### config.mk
export PLATFORM = sky130hd
export DESIGN_NAME = bitmap_run_allocator
export DESIGN_NICKNAME = d
export VERILOG_FILES = /design/src/hdl/bra_pkg.sv /design/src/hdl/bra_run_scan.sv /design/src/hdl/bitmap_run_allocator.sv
export SDC_FILE = /design/constraint.sdc
export NUM_CORES = 2
export LEC_CHECK = 0
export ABC_AREA = 1
export BUFFER_PORTS_ARGS = -buffer_cell sky130_fd_sc_hd__buf_4
export CAP_MARGIN = 20
export CORE_UTILIZATION = 25
export CTS_CLUSTER_DIAMETER = 40
export DETAILED_ROUTE_END_ITERATION = 10
export HOLD_SLACK_MARGIN = 0.1
export PLACE_DENSITY_LB_ADDON = 0.25
export SYNTH_ARGS = -nofsm -noshare
export SYNTH_HDL_FRONTEND = slang
export SYNTH_SLANG_ARGS = --single-unit
### constraint.sdc
create_clock -name clk -period 29.7 [get_ports clk]
set_clock_uncertainty 0.2 [all_clocks]
set_input_delay 0 -clock clk [delete_from_list [all_inputs] [get_ports clk]]
set_output_delay 0 -clock clk [all_outputs]
set_load 0.01 [all_outputs]
### src/hdl/bra_pkg.sv
// shared constants and types of the bitmap run allocator
`timescale 1ns / 1ps

package bra_pkg;

	localparam int MAP_BITS   = 1024;
	localparam int WORD_BITS  = 32;
	localparam int WORD_COUNT = (MAP_BITS + WORD_BITS - 1) / WORD_BITS;
	localparam int WADDR_W    = $clog2(WORD_COUNT);
	localparam int BOFF_W     = $clog2(WORD_BITS);
	localparam int IDX_W      = 10;
	localparam int LEN_W      = 11;
	localparam int ADDR_W     = 3;

	localparam logic [1:0] OP_FILL  = 2'd0;
	localparam logic [1:0] OP_ALLOC = 2'd1;
	localparam logic [1:0] OP_WRITE = 2'd2;
	localparam logic [1:0] OP_TEST  = 2'd3;

	localparam logic [ADDR_W-3:0] REG_BITS_IN_USE = '0;

	typedef logic [WORD_BITS-1:0] word_t;
	typedef logic [WADDR_W-1:0]   waddr_t;
	typedef logic [BOFF_W-1:0]    boff_t;
	typedef logic [IDX_W-1:0]     idx_t;
	typedef logic [LEN_W-1:0]     len_t;

	typedef struct packed {
		logic  hit;
		boff_t pos;
		len_t  run_out;
	} scan_res_t;

endpackage

### src/hdl/bra_run_scan.sv
// one-word run search: first bit where the matching run reaches the needed length
`timescale 1ns / 1ps

module bra_run_scan (
	input  bra_pkg::word_t     match_word,
	input  bra_pkg::len_t      run_in,
	input  bra_pkg::len_t      need,
	output bra_pkg::scan_res_t res
);
	import bra_pkg::*;

	logic [WORD_BITS-1:0] zero_lvl [0:BOFF_W];
	boff_t                pos_lvl  [0:BOFF_W][0:WORD_BITS-1];
	len_t                 run_at   [0:WORD_BITS-1];
	logic [WORD_BITS-1:0] hit_vec;

	always_comb begin
		int j;
		for (int i = 0; i < WORD_BITS; i++) begin
			zero_lvl[0][i] = ~match_word[i];
			pos_lvl[0][i]  = boff_t'(i);
		end
		// nearest mismatch at or below each bit
		for (int l = 0; l < BOFF_W; l++) begin
			for (int i = 0; i < WORD_BITS; i++) begin
				j = (i >= (1 << l)) ? i - (1 << l) : i;
				if (i >= (1 << l) && !zero_lvl[l][i]) begin
					zero_lvl[l+1][i] = zero_lvl[l][j];
					pos_lvl[l+1][i]  = pos_lvl[l][j];
				end else begin
					zero_lvl[l+1][i] = zero_lvl[l][i];
					pos_lvl[l+1][i]  = pos_lvl[l][i];
				end
			end
		end
		for (int i = 0; i < WORD_BITS; i++) begin
			if (zero_lvl[BOFF_W][i]) begin
				run_at[i] = len_t'(boff_t'(i) - pos_lvl[BOFF_W][i]);
			end else begin
				run_at[i] = run_in + len_t'(i + 1);
			end
			hit_vec[i] = (run_at[i] >= need);
		end
		res.hit = |hit_vec;
		res.pos = '0;
		for (int i = WORD_BITS - 1; i >= 0; i--) begin
			if (hit_vec[i]) begin
				res.pos = boff_t'(i);
			end
		end
		if (zero_lvl[BOFF_W][WORD_BITS-1]) begin
			res.run_out = len_t'(boff_t'(WORD_BITS - 1) - pos_lvl[BOFF_W][WORD_BITS-1]);
		end else begin
			res.run_out = run_in + len_t'(WORD_BITS);
		end
	end

endmodule

### src/hdl/bitmap_run_allocator.sv
// First-fit bitmap allocator over 1024 bits held in a 32 x 32 synchronous memory.
// Every transaction gives exactly one result. The memory has one read and one
// write port and is visited one word per cycle. Fill needs no memory access;
// test reads one word; write range visits each word touched; and allocate
// visits each word scanned and then, when a run of nonzero length is found,
// each word marked. One transaction is worked on at a time; a finished result
// waits in the output register. Reset clears the map at once through per-word
// valid flags, so no clearing pass is needed.
`timescale 1ns / 1ps

module bitmap_run_allocator (
	input  logic                        clk,
	input  logic                        arst_n,
	input  logic                        in_valid,
	output logic                        in_ready,
	input  logic [1:0]                  opcode,
	input  bra_pkg::idx_t               bit_index,
	input  bra_pkg::len_t               run_length,
	input  logic                        bit_value,
	output logic                        out_valid,
	input  logic                        out_ready,
	output logic                        found,
	output bra_pkg::idx_t               start_index,
	output logic                        bit_read,
	input  logic                        psel,
	input  logic                        penable,
	input  logic                        pwrite,
	input  logic [bra_pkg::ADDR_W-1:0]  paddr,
	input  logic [31:0]                 pwdata,
	output logic [31:0]                 prdata,
	output logic                        pready
);
	import bra_pkg::*;

	localparam logic [2:0] S_IDLE     = 3'd0;
	localparam logic [2:0] S_SCAN     = 3'd1;
	localparam logic [2:0] S_MARK     = 3'd2;
	localparam logic [2:0] S_MARK_END = 3'd3;
	localparam logic [2:0] S_TEST     = 3'd4;
	localparam logic [2:0] S_TEST_RD  = 3'd5;
	localparam logic [2:0] S_FIN      = 3'd6;

	logic [2:0]            state_q;
	len_t                  biu_q;
	logic                  fill_q;
	logic [WORD_COUNT-1:0] valid_q;

	word_t  mem [0:WORD_COUNT-1];
	word_t  rd_q;
	logic   vld_s1;
	waddr_t w_s1;
	logic   scan_s1;
	logic   mark_s1;

	waddr_t ptr_q, we_q, wl_q;
	len_t   lo_q, hi_q, run_q, need_q, len_q;
	logic   val_q;
	idx_t   idx_q;
	logic   res_found_q, res_bit_q;
	idx_t   res_start_q;
	logic   out_valid_q, found_q, bit_read_q;
	idx_t   start_q;

	len_t       lim, lim_m1, hi_wr, hi_m1, hit_start, hit_end, hit_m1;
	logic [LEN_W:0] end_sum;
	logic       wr_empty;
	word_t      rdata, match_word, mark_mask, wr_data;
	logic       rd_en;
	waddr_t     rd_addr;
	scan_res_t  sres;
	logic       cfg_wr, out_load;

	assign pready   = 1'b1;
	assign cfg_wr   = psel && penable && pwrite;
	assign prdata   = (paddr[ADDR_W-1:2] == REG_BITS_IN_USE) ? 32'(biu_q) : '0;
	assign in_ready = (state_q == S_IDLE);
	assign out_valid   = out_valid_q;
	assign found       = found_q;
	assign start_index = start_q;
	assign bit_read    = bit_read_q;
	assign out_load    = (state_q == S_FIN) && (!out_valid_q || out_ready);

	assign lim     = (biu_q > len_t'(MAP_BITS)) ? len_t'(MAP_BITS) : biu_q;
	assign lim_m1  = lim - len_t'(1);
	assign end_sum = (LEN_W+1)'(bit_index) + (LEN_W+1)'(run_length);
	assign hi_wr   = (end_sum > (LEN_W+1)'(lim)) ? lim : end_sum[LEN_W-1:0];
	assign hi_m1   = hi_wr - len_t'(1);
	assign wr_empty = (len_t'(bit_index) >= hi_wr);
	assign rdata   = vld_s1 ? rd_q : {WORD_BITS{fill_q}};

	assign hit_start = len_t'({w_s1, sres.pos}) + len_t'(1) - need_q;
	assign hit_end   = hit_start + len_q;
	assign hit_m1    = hit_end - len_t'(1);

	always_comb begin
		len_t bit_abs;
		for (int b = 0; b < WORD_BITS; b++) begin
			bit_abs       = len_t'({w_s1, boff_t'(b)});
			match_word[b] = (rdata[b] == val_q) && (bit_abs < lim);
			mark_mask[b]  = (bit_abs >= lo_q) && (bit_abs < hi_q);
		end
		wr_data = val_q ? (rdata | mark_mask) : (rdata & ~mark_mask);
	end

	bra_run_scan u_scan (
		.match_word (match_word),
		.run_in     (run_q),
		.need       (need_q),
		.res        (sres)
	);

	always_comb begin
		rd_en   = 1'b0;
		rd_addr = ptr_q;
		case (state_q)
			S_SCAN, S_MARK: begin
				rd_en = 1'b1;
			end
			S_TEST: begin
				rd_en   = 1'b1;
				rd_addr = idx_q[IDX_W-1:BOFF_W];
			end
			default: begin
				rd_en = 1'b0;
			end
		endcase
	end

	// bitmap memory, read-modify-write one word per cycle
	always_ff @(posedge clk) begin
		if (mark_s1) begin
			mem[w_s1] <= wr_data;
		end
		if (rd_en) begin
			rd_q <= mem[rd_addr];
		end
	end

	always_ff @(posedge clk) begin
		w_s1   <= rd_addr;
		vld_s1 <= valid_q[rd_addr];
	end

	always_ff @(posedge clk or negedge arst_n) begin
		if (!arst_n) begin
			scan_s1 <= 1'b0;
			mark_s1 <= 1'b0;
		end else begin
			scan_s1 <= (state_q == S_SCAN);
			mark_s1 <= (state_q == S_MARK);
		end
	end

	always_ff @(posedge clk or negedge arst_n) begin
		if (!arst_n) begin
			biu_q <= len_t'(MAP_BITS);
		end else if (cfg_wr && paddr[ADDR_W-1:2] == REG_BITS_IN_USE) begin
			biu_q <= pwdata[LEN_W-1:0];
		end
	end

	always_ff @(posedge clk or negedge arst_n) begin
		if (!arst_n) begin
			state_q     <= S_IDLE;
			fill_q      <= 1'b0;
			valid_q     <= '0;
			ptr_q       <= '0;
			we_q        <= '0;
			wl_q        <= '0;
			lo_q        <= '0;
			hi_q        <= '0;
			run_q       <= '0;
			need_q      <= '0;
			len_q       <= '0;
			val_q       <= 1'b0;
			idx_q       <= '0;
			res_found_q <= 1'b0;
			res_start_q <= '0;
			res_bit_q   <= 1'b0;
		end else begin
			if (mark_s1) begin
				valid_q[w_s1] <= 1'b1;
			end
			case (state_q)
				S_IDLE: begin
					if (in_valid) begin
						idx_q       <= bit_index;
						len_q       <= run_length;
						val_q       <= bit_value;
						need_q      <= (run_length == '0) ? len_t'(1) : run_length;
						res_found_q <= (opcode != OP_ALLOC) || (lim != '0);
						res_start_q <= '0;
						res_bit_q   <= 1'b0;
						case (opcode)
							OP_FILL: begin
								valid_q <= '0;
								fill_q  <= bit_value;
								state_q <= S_FIN;
							end
							OP_ALLOC: begin
								ptr_q <= '0;
								run_q <= '0;
								wl_q  <= lim_m1[IDX_W-1:BOFF_W];
								if (lim == '0) begin
									state_q <= S_FIN;
								end else begin
									state_q <= S_SCAN;
								end
							end
							OP_WRITE: begin
								lo_q  <= len_t'(bit_index);
								hi_q  <= hi_wr;
								ptr_q <= bit_index[IDX_W-1:BOFF_W];
								we_q  <= hi_m1[IDX_W-1:BOFF_W];
								state_q <= wr_empty ? S_FIN : S_MARK;
							end
							default: begin
								state_q <= S_TEST;
							end
						endcase
					end
				end
				S_SCAN: begin
					if (!(scan_s1 && sres.hit && len_q != '0)) begin
						ptr_q <= ptr_q + waddr_t'(1);
					end
					if (scan_s1) begin
						if (sres.hit) begin
							res_start_q <= hit_start[IDX_W-1:0];
							if (len_q != '0) begin
								lo_q    <= hit_start;
								hi_q    <= hit_end;
								ptr_q   <= hit_start[IDX_W-1:BOFF_W];
								we_q    <= hit_m1[IDX_W-1:BOFF_W];
								val_q   <= 1'b1;
								state_q <= S_MARK;
							end else begin
								state_q <= S_FIN;
							end
						end else if (w_s1 == wl_q) begin
							res_found_q <= 1'b0;
							state_q     <= S_FIN;
						end else begin
							run_q <= sres.run_out;
						end
					end
				end
				S_MARK: begin
					if (ptr_q == we_q) begin
						state_q <= S_MARK_END;
					end else begin
						ptr_q <= ptr_q + waddr_t'(1);
					end
				end
				S_MARK_END: begin
					state_q <= S_FIN;
				end
				S_TEST: begin
					state_q <= S_TEST_RD;
				end
				S_TEST_RD: begin
					res_bit_q <= rdata[idx_q[BOFF_W-1:0]];
					state_q   <= S_FIN;
				end
				S_FIN: begin
					if (!out_valid_q || out_ready) begin
						state_q <= S_IDLE;
					end
				end
				default: begin
					state_q <= S_IDLE;
				end
			endcase
		end
	end

	always_ff @(posedge clk or negedge arst_n) begin
		if (!arst_n) begin
			out_valid_q <= 1'b0;
			found_q     <= 1'b0;
			start_q     <= '0;
			bit_read_q  <= 1'b0;
		end else if (out_load) begin
			out_valid_q <= 1'b1;
			found_q     <= res_found_q;
			start_q     <= res_start_q;
			bit_read_q  <= res_bit_q;
		end else if (out_ready) begin
			out_valid_q <= 1'b0;
		end
	end

endmodule

* After elaboration in Yosys (flattened, before gate mapping)
Memory sizes are Yosys's and may differ from the RTL's. A register that Yosys moved wholly into a read port is not among the register bits.
Index checks and enable logic that the tools add are counted.
** Operators by class
- Eq/ne operators :: 57
- $lt $le $gt $ge :: 135
- Muxes and demuxes :: 403
- Bitwise operators :: 37
- Add/sub/neg operators :: 71
- Reduce and logical (&&, ||, !) cells :: 98
** Operator list (count)
- $mux W5 :: 143
- $lt A10 B11 Y1 :: 64
- $mux W11 :: 51
- $ge A10 B11 Y1 :: 33
- $ge A11 B11 Y1 :: 32
- $mux W32 :: 6
- $add A11 B5 Y11 const B :: 16
- $mux W1 :: 162
- $sub A5 B5 Y6 const A :: 16
- $add A11 B4 Y11 const B :: 8
- $logic_and A1 B1 Y1 :: 71
- $pmux W11 S2 :: 3
- $or A32 B32 Y32 :: 2
- $sub A4 B5 Y6 const A :: 8
- $add A11 B3 Y11 const B :: 4
- $mux W3 :: 13
- $not A1 Y1 :: 33
- $and A32 B32 Y32 :: 1
- $eq A1 B1 Y1 :: 32
- $not A32 Y32 :: 1
- $reduce_or A32 Y1 :: 1
- $mux W10 :: 3
- $sub A10 B1 Y10 const B :: 3
- $sub A3 B5 Y6 const A :: 4
- other kinds (49) :: 91
** Storage, ports and cells
- Input bits :: 66
- Memory bits (writable) :: 1024
- Memories :: 1
- Flip-flop bits (word level) :: 161
- Word-level logic and storage cells :: 827
- Output and inout bits :: 47
** Memory list
- mem :: depth 32, bits a word 32, rd ports 1, clocked after memory_dff 1, wr ports 1, RTL line bitmap_run_allocator.sv:48 : word_t mem [0:WORD_COUNT-1];

* Logic depth before layout (Yosys ltp)
- Word-level depth :: 53
- Gate-level depth with buffers :: 93
- Gate-level depth less buffers :: 93

* Modules after synthesis
Synthesis repeated with hierarchy kept, for this count alone.
** Unflattened totals
- Cell total of the unflattened synthesis :: 7330
- Area, all modules :: 69158.8 um2
** Modules (own cells, without submodules)
- bitmap_run_allocator :: area each 52799.4 um2, cells each 4542, sequential area each 35710.5 um2, times used 1
- bra_run_scan :: area each 16359.4 um2, cells each 2788, sequential area each 0.0 um2, times used 1

* Least setup slack after synthesis
Ideal clock, no wire load.
- Path kind :: flip-flop to flip-flop
- Start point :: register biu_q[2]
- End point :: register we_q[4]
- Cell stages (with the launch flop) :: 88
- Path buffers :: 0
- Clock period less this slack :: 9.381 ns
- Arrival :: 9.098 ns
- Path slack :: 20.319 ns
- Setup time :: 0.083 ns
- Required time :: 29.417 ns
- Cells stage by stage :: dfrtp_1 > inv_2 > nand2_2 > nor3_2 > a21oi_4 > nor2_1 > inv_1 > ha_1 > a21o_1 > a22oi_1 > inv_1 > a21oi_2 > inv_2 > a21oi_4 > nand2_2 > a211oi_2 > inv_2 > nor2_4 > (+52 left out) > fa_1 > ha_1 > a21oi_1 > nand2_1 > a21oi_1 > o21bai_1 > a21oi_1 > inv_1 > a21oi_1 > nor2_1 > o21ai_0 > nand2_1 > xor2_1 > nand2_1 > o21ai_0 > nor2_1 > a21oi_1 > o21ai_0
** Between the ends
- Longest elaborated chain between the ends :: 53
- Elaborated cells between the ends (all ways) :: 499
- Those cells by class :: add/sub (36); order compare (66); eq/ne (1); mux (330); bitwise (32); reduce/logical (34)
** Ends and longest elaborated chain
- start, declared :: RTL line bitmap_run_allocator.sv:44 : len_t biu_q;
- start signal, assigned :: RTL line bitmap_run_allocator.sv:156 : biu_q <= len_t'(MAP_BITS);
- start signal, assigned :: RTL line bitmap_run_allocator.sv:158 : biu_q <= pwdata[LEN_W-1:0];
- $gt A11 B11 Y1 :: RTL line bitmap_run_allocator.sv:83 : assign lim = (biu_q > len_t'(MAP_BITS)) ? len_t'(MAP_BITS) : biu_q;
- $mux W11 (*) :: RTL line bitmap_run_allocator.sv:83
- $lt A10 B11 Y1 :: RTL line bitmap_run_allocator.sv:99 : match_word[b] = (rdata[b] == val_q) && (bit_abs < lim);
- $logic_and A1 B1 Y1 :: RTL line bitmap_run_allocator.sv:99
- $not A1 Y1 :: RTL line bra_run_scan.sv:20 : zero_lvl[0][i] = ~match_word[i];
- $mux W1 :: RTL line bra_run_scan.sv:27 : if (i >= (1 << l) && !zero_lvl[l][i]) begin
- $mux W5 or $mux W1 (tied branches) (3 in series) :: RTL line bra_run_scan.sv:27
- $mux W5 :: RTL line bra_run_scan.sv:27
- (+35 left out)
- $add A10 B1 Y11 :: RTL line bitmap_run_allocator.sv:91 : assign hit_start = len_t'({w_s1, sres.pos}) + len_t'(1) - need_q;
- $sub A11 B11 Y11 :: RTL line bitmap_run_allocator.sv:91
- $add A11 B11 Y11 :: RTL line bitmap_run_allocator.sv:92 : assign hit_end = hit_start + len_q;
- $sub A10 B1 Y10 :: RTL line bitmap_run_allocator.sv:93 : assign hit_m1 = hit_end - len_t'(1);
- $mux W5 :: RTL line bitmap_run_allocator.sv:230 : if (len_q != '0) begin
- $mux W5 :: RTL line bitmap_run_allocator.sv:228 : if (sres.hit) begin
- $mux W5 :: RTL line bitmap_run_allocator.sv:227 : if (scan_s1) begin
- $pmux W5 S2 :: RTL line bitmap_run_allocator.sv:184 : case (state_q)
- end signal, assigned :: RTL line bitmap_run_allocator.sv:214 : we_q <= hi_m1[IDX_W-1:BOFF_W];
- end signal, assigned :: RTL line bitmap_run_allocator.sv:234 : we_q <= hit_m1[IDX_W-1:BOFF_W];
- end, declared :: RTL line bitmap_run_allocator.sv:55 : waddr_t ptr_q, we_q, wl_q;
Every way passes the cells marked *; elsewhere a longest branch is shown, timed or not. The select of a mux whose other input is x is not followed.
A chain may end at the register's enable or synchronous reset.

* Worst setup path in the final report
Ends and elaborated chain as after synthesis.

==> out/summary.log <==
[synthesis] combined area of all synthesized cells 69010 sq um
[clock_network] CTS buffer count 162
[detailed_routing] Total Wirelength 267400 um
[timing] number of setup violations in the final report 0
[synthesis] #FFs+latches synth 1217
[timing] max_slew headroom 0.1655
[floorplanning] die boundary width 527.4 um
[outcome] outcome completed
[floorplanning] placeable core region 274100 sq um
[floorplanning] Die Span Y 527.4 um
[detailed_routing] Starting DRT DRC Count 5370
[worst_setup_path] buffers plus inverters on the worst setup path 8
[detailed_routing] routed length on met3 17140 um
[synthesis] synthesized instance count 7182
[timing] actual transition at the worst max-transition pin 1.249 ns
[detailed_routing] vias after detailed routing 56719
[detailed_routing] number of iterations in the first detailed-routing pass 6
[place] placer congestion estimate 1.044
[worst_setup_path] Worst R2R Start biu_q[2]
[timing] Setup TNS 0 ns
[synthesis] number of warnings reported in the yosys synthesis log 0
[floorplanning] die area 278100 sq um
[synthesis] average footprint of a synthesized cell 9.608 sq um
[worst_setup_path] Crit Reg-Reg Endpoint we_q[4]
[place] total of buffers placed on input and output ports 67
[final_layout] layout cells sized above 1 0.1077
[detailed_routing] top layer reached by signal wires met5
[worst_setup_path] Startpoint Class flip-flop
[synthesis] async set or reset register ratio after synthesis 0.1274
[worst_setup_path] cell with the largest stage delay on the worst path nor3_1
[detailed_routing] via/cell ratio 5.071
[synthesis] share of the yosys chip area belonging to registers 0.5175
[floorplanning] initial standard-cell utilization of the core 0.2518
[synthesis] largest area contributor in the synthesized netlist edfxtp_1
[timing] worst hold slack 0.1490 ns
[timing] number of hold violations in the final report 0
[worst_hold_path] class of the most critical hold timing path in -> out
[worst_setup_path] most used cell, CP nand2_1
[floorplanning] Placement Rows 192
[detailed_routing] DRT met1 WL 121800 um
[detailed_routing] post-route ant nets 0
[final_layout] Layout fillers 28492
[final_layout] Post-layout nets 7903
[worst_setup_path] total number of cells along the worst setup path 81
[clock_network] clock sink count 1217
[final_layout] area growth from synthesis to final layout 17.92%
[synthesis] share of the synthesized area in the top cell type 0.4595
[worst_setup_path] category of the worst setup path capture point flip-flop
[global_route] vias in the first global route 54165
[synthesis] count of unique library cells instantiated by Yosys 75
[worst_setup_path] worst setup path end we_q[4]
[worst_setup_path] Critical Path Fanout Max 10
[worst_setup_path] Reg2Reg Setup Slack 16.49 ns
[clock_network] clock tree from TritonCTS built
[final_layout] non-filler instance count after layout 11186
[clock_network] clock-pin slew reported for the worst setup and hold paths after clock tree synthesis 0.06 ns
[place] post-placement cell count 10762
[clock_network] CTS root buf clkbuf_16
[timing] ratio of final minimum period to clock period 0.4447
[worst_setup_path] Crit path largest cell delay 0.80 ns
[worst_setup_path] count of cells along the worst register-to-register path 81
[global_route] largest net degree at the start of global routing 187
[synthesis] most area-consuming cells after synthesis edfxtp_1 (46%), ha_1 (8.6%), o21ai_0 (6.5%)
[clock_network] clock latency on the worst-skew pair 0.82 ns
[synthesis] number of enable-type register cells in the synthesized netlist 1056
[worst_setup_path] Worst EP arrival 13.74 ns
[place] HPWL after detailed placement 168500 um
[detailed_routing] wire length per cell after detailed routing 23.90 um
[clock_network] Max clock buf depth 3
[worst_setup_path] critical path data required time 30.23 ns
[global_route] antenna violations before repair 12
[timing] Final Max Slew Viols 0
[timing] Final min period 13.21 ns
[worst_setup_path] start point of the critical path biu_q[2]
[clock_network] H-tree depth 4
[worst_setup_path] Top Family by Delay on Critical Path simple AND/OR/NAND/NOR gates
[timing] maximum clock frequency 75.71 MHz
[detailed_routing] met2 WL post-DR 118700 um
[synthesis] top_reg_cell synth edfxtp_1
[timing] setup repair after global routing missed its margin no
[final_layout] Storage cell area 35710 sq um
[final_layout] multi-input gate area in the final layout 30320 sq um
[clock_network] number of instances resized during post-cts repair 0
[global_route] total routing usage reported by global routing 0.1869
[global_route] first-pass GRT wire length 383100 um
[floorplanning] number of top-level pins 113
[global_route] residual overflow from global routing 0
[run] number of max-cap violations 0
[detailed_routing] detailed-route DRC error count 0
[worst_setup_path] type of the worst setup path reg -> reg
[synthesized netlist by cell type, types with 9 or more instances]
library cell / number
a32o_1: 9
xnor2_1: 17
mux2_2: 11
o211ai_1: 76
buf_2: 15
buf_4: 22
or2_2: 18
ha_1: 477
nor3_2: 9
inv_1: 450
nor2_1: 1193
nand4_1: 27
o22ai_1: 73
o221ai_1: 225
clkinv_1: 9
clkbuf_1: 310
inv_2: 97
nand2_1: 788
nand3_1: 152
nor3_1: 46
o21bai_1: 15
a21oi_1: 358
nor2_2: 44
a31oi_1: 92
o21ai_0: 899
o21ai_1: 37
nor2_4: 20
xor2_1: 225
a211oi_1: 36
edfxtp_1: 1056
a21o_1: 24
o21a_1: 11
a21boi_0: 15
a22oi_1: 9
dfrtp_1: 154
nor4_1: 25
a2111oi_0: 11
[repair_timing]
item / 4_1_cts / 5_1_grt
endpoints found under the setup margin: 0 / 0
buffers inserted: 0 / 0
hold buffers: 112 / 0
hold endpoints to repair: 272 / 0
[cell families after synthesis]
kind of cell    count (synthesis)  share of synthesized area
simple gates                 2357                     0.1415
compound gates               1959                     0.1697
flops                        1217                     0.5175
buf+inv                       914                    0.05129
fa+ha+maj                     480                    0.08736
xor+xnor                      242                    0.03072
mux                            11                   0.001795
other cells                     2                  0.0001088
[worst min-delay path, delay by kind of cell]
kind	cells	cell delay (ns)
buf+inv	2	0.29
simple gates	1	0.06
[worst min path at each step]
stage / start / endpoint / depth (start not counted)
after CTS: run_length[9] / need_q[0] / 5
after detailed placement: arst_n / start_index[6] / 1
after global placement: arst_n / start_index[6] / 1
after floorplan: arst_n / bit_read / 0
after global routing: paddr[2] / prdata[6] / 3
final: paddr[2] / prdata[6] / 3
[stage by stage]
stage          cell area [sq um]  setup WS (ns)    util
2_1_floorplan              69080          20.32       -
3_3_place_gp               74560          16.64  0.2720
3_5_place_dp               74610          16.73  0.2722
4_1_cts                    81290          16.66  0.2966
5_1_grt                    81360          15.82  0.2968
6_report                   81370          16.49  0.2969
[layout by cell type, fill, tap and decap left out, types with 216 or more instances in the layout]
cell type,instances
o221ai_1,225
a21oi_1,347
edfxtp_1,1056
xor2_1,225
ha_1,477
o21ai_0,881
inv_1,439
nand2_1,787
nor2_1,1155
buf_4,216
[area by class of cell]
class,count,share of cell area
repair buffers,346,0.03746
diodes,5,0.0001538
clock inverters,114,0.01679
multi-input cells,5071,0.3726
well taps,3686,0.05668
flip-flops and latches,1217,0.4389
inverters,559,0.02616
clock buffers,188,0.05128
[sequential cells by signal, indices dropped and copies added, names as in the netlist, 3 cells and up]
register and cells:
mem 1024, rd_q 32, valid_q 32, biu_q 11, hi_q 11, len_q 11
lo_q 11, need_q 11, run_q 11, idx_q 10, res_start_q 10, start_index 10
ptr_q 5, w_s1 5, we_q 5, wl_q 5, state_q 3
[metal layers]
| layer | vias up | GRT usage |
|---|---|---|
| li1 | 25996 | - |
| met1 | 28217 | 0.2617 |
| met2 | 2046 | 0.2918 |
| met3 | 452 | 0.02641 |
| met4 | 8 | 0.06706 |
| met5 | - | 0 |
Power is not shown: default switching activity piles up to over one toggle a cycle in this logic, so the estimate is an artifact.
